## src/rtl/bezier_path_flattener_unit_macros.svh

```systemverilog
// Assertion macros used by the path flattener sequencer.
`ifndef BEZIER_PATH_FLATTENER_UNIT_MACROS_SVH
`define BEZIER_PATH_FLATTENER_UNIT_MACROS_SVH

// Same-cycle implication, clocked on clk_i, disabled during reset.
`define BPF_ASSERT_NOW(lbl, ante, cons, msg) \
  lbl: assert property (@(posedge clk_i) disable iff (!rst_ni) (ante) |-> (cons)) \
    else $error(msg);

// Next-cycle implication, clocked on clk_i, disabled during reset.
`define BPF_ASSERT_NEXT(lbl, ante, cons, msg) \
  lbl: assert property (@(posedge clk_i) disable iff (!rst_ni) (ante) |=> (cons)) \
    else $error(msg);

`endif

```

## src/rtl/bpf_pkg.sv

```systemverilog
// Shared types and constants of the path flattener.
package bpf_pkg;

  localparam int unsigned MaxSegments = 64;
  localparam int unsigned CoordW      = 32;
  localparam int unsigned SegW        = 7;

  typedef enum logic [2:0] {
    ACT_RESTART   = 3'd0,
    ACT_LINE_REL  = 3'd1,
    ACT_QUAD_ABS  = 3'd2,
    ACT_QUAD_REL  = 3'd3,
    ACT_CUBIC_ABS = 3'd4,
    ACT_CUBIC_REL = 3'd5
  } action_e;

  typedef struct packed {
    logic       load;
    logic       wgt1;
    logic       wgt2;
    logic       mac;
    logic [1:0] term;
    logic       prep;
    logic       div_step;
    logic       emit;
  } bpf_cmd_t;

  typedef struct packed {
    logic is_curve;
    logic is_bad;
    logic at_last;
  } bpf_status_t;

endpackage

```

## src/rtl/bpf_ctrl.sv

```systemverilog
// Sequencer: steps curves through weights, accumulate, divide and emit.
module bpf_ctrl import bpf_pkg::*; #(
  parameter int unsigned DIV_STEPS = 60
) (
  input  logic        clk_i,
  input  logic        rst_ni,
  input  logic        s_axis_tvalid,
  output logic        s_axis_tready,
  output logic        m_axis_tvalid,
  input  logic        m_axis_tready,
  output bpf_cmd_t    cmd_o,
  input  bpf_status_t status_i
);
  `include "bezier_path_flattener_unit_macros.svh"

  localparam int unsigned CntW = $clog2(DIV_STEPS);

  typedef enum logic [2:0] {
    ST_IDLE, ST_DECODE, ST_WGT1, ST_WGT2, ST_MAC, ST_PREP, ST_DIV, ST_EMIT
  } state_e;

  state_e          state_q, state_d;
  logic [1:0]      term_q, term_d;
  logic [CntW-1:0] cnt_q, cnt_d;
  logic            ovalid_q, ovalid_d;
  logic            out_free;

  assign out_free      = !ovalid_q || m_axis_tready;
  assign s_axis_tready = (state_q == ST_IDLE);
  assign m_axis_tvalid = ovalid_q;

  always_comb begin
    state_d = state_q;
    term_d  = term_q;
    cnt_d   = cnt_q;
    cmd_o   = '0;
    cmd_o.term = term_q;
    case (state_q)
      ST_IDLE: begin
        if (s_axis_tvalid) begin
          cmd_o.load = 1'b1;
          state_d    = ST_DECODE;
        end
      end
      ST_DECODE: begin
        if (status_i.is_bad) begin
          state_d = ST_IDLE;
        end else if (status_i.is_curve) begin
          state_d = ST_WGT1;
        end else begin
          state_d = ST_EMIT;
        end
      end
      ST_WGT1: begin
        cmd_o.wgt1 = 1'b1;
        state_d    = ST_WGT2;
      end
      ST_WGT2: begin
        cmd_o.wgt2 = 1'b1;
        term_d     = '0;
        state_d    = ST_MAC;
      end
      ST_MAC: begin
        cmd_o.mac = 1'b1;
        term_d    = term_q + 1'b1;
        if (term_q == 2'd3) begin
          state_d = ST_PREP;
        end
      end
      ST_PREP: begin
        cmd_o.prep = 1'b1;
        cnt_d      = '0;
        state_d    = ST_DIV;
      end
      ST_DIV: begin
        cmd_o.div_step = 1'b1;
        cnt_d          = cnt_q + 1'b1;
        if (cnt_q == CntW'(DIV_STEPS - 1)) begin
          state_d = ST_EMIT;
        end
      end
      ST_EMIT: begin
        if (out_free) begin
          cmd_o.emit = 1'b1;
          state_d    = (!status_i.is_curve || status_i.at_last) ? ST_IDLE : ST_WGT1;
        end
      end
      default: state_d = ST_IDLE;
    endcase
  end

  assign ovalid_d = cmd_o.emit ? 1'b1 : (m_axis_tready ? 1'b0 : ovalid_q);

  always_ff @(posedge clk_i or negedge rst_ni) begin
    if (!rst_ni) begin
      state_q  <= ST_IDLE;
      term_q   <= '0;
      cnt_q    <= '0;
      ovalid_q <= 1'b0;
    end else begin
      state_q  <= state_d;
      term_q   <= term_d;
      cnt_q    <= cnt_d;
      ovalid_q <= ovalid_d;
    end
  end

  `BPF_ASSERT_NEXT(a_load_decodes, cmd_o.load, state_q == ST_DECODE, "load not followed by decode")
  `BPF_ASSERT_NOW(a_emit_free, cmd_o.emit, out_free, "emit into an occupied output register")
  `BPF_ASSERT_NOW(a_div_bound, state_q == ST_DIV, cnt_q <= CntW'(DIV_STEPS - 1), "divider overrun")
  `BPF_ASSERT_NOW(a_valid_src, $rose(ovalid_q), $past(cmd_o.emit), "output valid without emit")

endmodule

```

## config.mk

```make
export PLATFORM = sky130hd
export DESIGN_NAME = bpf_ctrl
export DESIGN_NICKNAME = d
export VERILOG_FILES = /design/src/rtl/bpf_pkg.sv /design/src/rtl/bpf_ctrl.sv
export VERILOG_INCLUDE_DIRS = /design/src /design/src/rtl
export SDC_FILE = /design/constraint.sdc
export NUM_CORES = 1
export LEC_CHECK = 0
export BUFFER_PORTS_ARGS = -buffer_cell sky130_fd_sc_hd__buf_4
export CORE_MARGIN = 2
export CORE_UTILIZATION = 47
export CTS_CLUSTER_SIZE = 24
export DETAILED_ROUTE_END_ITERATION = 7
export GPL_TIMING_DRIVEN = 0
export PLACE_DENSITY = 0.84
export SYNTH_ARGS = -nofsm -noshare
export SYNTH_HDL_FRONTEND = slang
export SYNTH_SLANG_ARGS = --single-unit
```

## constraint.sdc

```tcl
create_clock -name clk_i -period 1.3 [get_ports clk_i]
set_input_delay 0.13 -clock clk_i [delete_from_list [all_inputs] [get_ports clk_i]]
set_output_delay 0.13 -clock clk_i [all_outputs]
set_load 0.01 [all_outputs]
```

# Word level (Yosys, flattened, before mapping)
# Index checks and enable logic that the tools add are counted.
# totals
regBits	12
wordCells	49
output_inout_bits	11
# op_classes
addsub	2
mux	21
eq_ne	13
reduce_logical	9
# op_table
operator	count
$pmux W3 S8	1
$mux W3	6
$eq A3 B3 Y1 const B	4
$pmux W6 S2	1
$mux W1	11
$ne A2 B2 Y1 const B	4
$add A6 B1 Y6 const B	1
$eq A3 B2 Y1 const B	2
$eq A6 B6 Y1 const B	1
$reduce_bool A2 Y1	3
$pmux W2 S2	1
$reduce_and A4 Y1	1
$eq A3 B1 Y1 const B	1
$logic_not A3 Y1	1
$add A2 B1 Y2 const B	1
$eq A2 B2 Y1 const B	1
$logic_not A1 Y1	2
$logic_or A1 B1 Y1	2
$mux W2	1

# Longest topological paths before layout
# logic_depth
depth_word	5
depth_mapped	5
ltp_nobuf	4

# Worst setup path after synthesis
# Ideal clock, no wire load.
# synth_path
kind	reg-to-output
start	reg state_q[0]
end	out cmd_o[8] (netlist bit)
slack_ps	-60
required_ps	1170
n_path_buf	2
path_stages_with_launch	5
arrival_ps	1230
cell_sequence	dfrtp_1 -> buf_2 -> buf_2 -> nor3_1 -> and2_1
# synth_rtl
item	line_no	text
start: declaration	bpf_ctrl.sv:22	state_e state_q, state_d;
start signal: assignment	bpf_ctrl.sv:101	state_q <= state_d;
end: declaration	bpf_ctrl.sv:11	output bpf_cmd_t cmd_o,

==> impl_metrics.env <==
export IMPL_violations="negative setup slack"
export IMPL_worst_pin_slew_ps=305
export IMPL_drcViolationCount=0
export IMPL_final_nets=143
export IMPL_initial_core_util_pct=48.9
export IMPL_reg2regPathDepth=5
export IMPL_fin_worst_skew_ps=2.76
export IMPL_drt_total_wl_um=2790
export IMPL_fin_ws_ps=-133
export IMPL_arrival_ps=1300
export IMPL_fmaxAchievable_ghz=0.698
export IMPL_synth_edf_count=0
export IMPL_postRouteAntennaNets=0
export IMPL_postSynthCellCount=93
export IMPL_num_antenna_cells=0
export IMPL_synth_cell_types=37
export IMPL_fin_cells=149
export IMPL_syn_area_um2=817
export IMPL_status="complete, but fails checks"
export IMPL_slew_limit_headroom_pct=79.7
export IMPL_detail_route_vias_per_cell=6.21
export IMPL_cts_clk_slew_worst_paths_ps=80
export IMPL_clock_tree_buffer_depth=2
export IMPL_die_h_um=45.7
export IMPL_whs_path_depth=3
export IMPL_detail_route_wl_per_cell_um=18.7
export IMPL_drt_iter0_markers=25
export IMPL_grt_pass1_wl_um=3410
export IMPL_clock_sinks=12
export IMPL_finalCriticalPeriod_ps=1430
export IMPL_slowest_delay_ps=470
export IMPL_hold_end="m_axis_tvalid"
export IMPL_gp_congestion=0.756
export IMPL_synth_seq_cells=12
export IMPL_die_x_um=45.7
export IMPL_ff2ff_setup_slack_ps=-90
export IMPL_most_common_layout_cells="buf_4 (26), buf_6 (12), nand2_1 (10)"
export IMPL_power_density_mw_per_mm2=2590
export IMPL_dr_pass1_iters=4
export IMPL_grt_overflow=0
export IMPL_crit_family="flip-flops"
export IMPL_cts_htree_levels=1
export IMPL_crit_buf_inv=2
export IMPL_hold_viol_final=0
export IMPL_hold_start="m_axis_tready"
export IMPL_yosysSeqAreaShare_pct=36.8
export IMPL_crit_type="reg -> out"
export IMPL_crit_path_top_delay_cell="dfrtp_2"
export IMPL_ys_async_sr_fraction_pct=100
export IMPL_area_growth_pct=63.7
export IMPL_fill_cells=99
export IMPL_synth_ff_type="dfrtp_1"
export IMPL_min_period_over_period_pct=110
export IMPL_hold_path_class="in -> reg"
export IMPL_cts_tree="yes"
export IMPL_p_total_uw=3460
export IMPL_dp_hpwl_um=1290
export IMPL_num_rows=15
export IMPL_pin_count=18
export IMPL_grt_max_degree=13
export IMPL_dp_cells=127
export IMPL_slew_viol_final=0
export IMPL_antenna_found_initial=0
export IMPL_irDropWorstVdd_mv=1.52
export IMPL_grt_setup_unrepaired="true"
export IMPL_path_max_fanout=7
export IMPL_core_mm2=0.00167
export IMPL_grt_pass1_vias=775
export IMPL_p_leak_uw=0.000633
export IMPL_r2r_end="term_q[1]"
export IMPL_grt_use_total_pct=22.9
export IMPL_numCtsBuffers=3
export IMPL_io_buffers=17
export IMPL_die_area_mm2=0.00209
export IMPL_clock_latency_ps=290
export IMPL_cp_start_kind="register"
export IMPL_syn_nets=102
export IMPL_max_cap_violations=0
export IMPL_cp_data_required_time_ps=1170
export IMPL_vias=925
export IMPL_setup_violations=12
export IMPL_timing_rr_start="state_q[0]"
export IMPL_root_buffer="clkbuf_4"
export IMPL_final_common_cell="buf_4"
export IMPL_path_cells="buf_8 > nor3b_4 > buf_4"
export IMPL_syn_area_per_cell_um2=8.79
export IMPL_drive_gt1_share_pct=49.2
export IMPL_ys_warn_count=0
export IMPL_end_kind="output port"
[layer usage]
| metal | vias up | wire [um] | global-route usage (%) | share of wire, % |
|---|---|---|---|---|
| li1 | 413 | - | - | - |
| met1 | 445 | 1090 | 29.1 | 39 |
| met2 | 51 | 1370 | 36.6 | 49 |
| met3 | 16 | 197 | 5.56 | 7.1 |
| met4 | 0 | 122 | 10.3 | 4.4 |
| met5 | - | 0 | 0 | 0 |
[sequential cells by signal, summed over array words and instances (netlist names)]
name,count
cnt_q,6
state_q,3
term_q,2
m_axis_tvalid,1
[worst max path at each step]
| stage | startpoint | to | slack [ps] | cells past startpoint |
|---|---|---|---|---|
| finish | state_q[1] | cmd_o[5] | -130 | 3 |
| global route | state_q[1] | cmd_o[5] | -200 | 3 |
| CTS | state_q[1] | cmd_o[8] | -120 | 4 |
| detailed placement | state_q[0] | cnt_q[5] | -90 | 4 |
| global placement | state_q[0] | cmd_o[7] | -70 | 5 |
| floorplan | state_q[0] | cnt_q[5] | 5 | 4 |
[stage by stage]
stage / hold slack [ps] / worst slack (ps) / setup TNS [ps] / utilization, % / area, um2
6_report: 149 / -133 / -1010 / 80.1 / 1340
5_1_grt: 163 / -197 / -1570 / 80.1 / 1340
2_1_floorplan: -166 / 5.36 / 0 / - / 822
4_1_cts: 162 / -121 / -652 / 69.1 / 1150
3_3_place_gp: -18.0 / -72.2 / -215 / 58.1 / 971
3_5_place_dp: -18.5 / -87.2 / -301 / 58.1 / 971
[worst min-delay path, stage by stage]
cell	delay (ps)
buf_4	80
nor2b_2	50
nand2b_1	140
[cell usage after synthesis, drive strengths merged, types with 2 or more instances]
cell,n,share of area [%]
dfrtp,12,37
nand2b,3,2.3
a41o,2,2.5
o21ai,3,1.8
a221oi,2,2.1
nor2,6,2.8
buf,9,6.6
ha,2,3.1
o2bb2ai,2,2.1
a22o,3,3.2
nand3,3,1.8
inv,4,1.8
nand2,11,5.1
nor2b,4,3.1
nand3b,2,1.8
a21oi,2,1.2
and2,2,1.5
o31ai,2,1.8
a31oi,2,1.5
nor3b,2,2.5
nor3,3,1.8
[where the power goes]
group          leakage (uW)  internal [uW]  switching [uW]
clock             0.0000138            108             143
sequential         0.000148            544             227
combinational      0.000472           1350            1090
total              0.000633           2000            1460
[cells by family (layout without fill, tap and decap cells)]
group           count (synthesis)  count (layout)  synth area share, %
simple gates                   41              41                 27.1
compound gates                 23              23                 22.1
mux                             2               2                 2.60
flops                          12              12                 36.8
fa+ha+maj                       2               2                 3.06
buf+inv                        13              52                 8.42
[layout make-up]
cell class              count  area, um2  share of cell area [%]
plain buffers               6       82.6                    6.17
clock buffers               3       22.5                    1.68
inverters                   4       15.0                    1.12
multi-input cells          68        529                    39.6
flip-flops and latches     12        304                    22.7
well taps                  17       21.3                    1.59
repair buffers             39        363                    27.1
[what timing repair did]
action / in CTS / in global routing
pin swaps: 8 / 9
hold buffers: 1 / 0
gates cloned: 1 / 1
setup endpoints to repair: 11 / 13
endpoints found under the hold margin: 12 / 0
gates resized for setup: 28 / 20
setup buffers: 9 / 10
No activity file was read; power rests on OpenSTA's default activity.
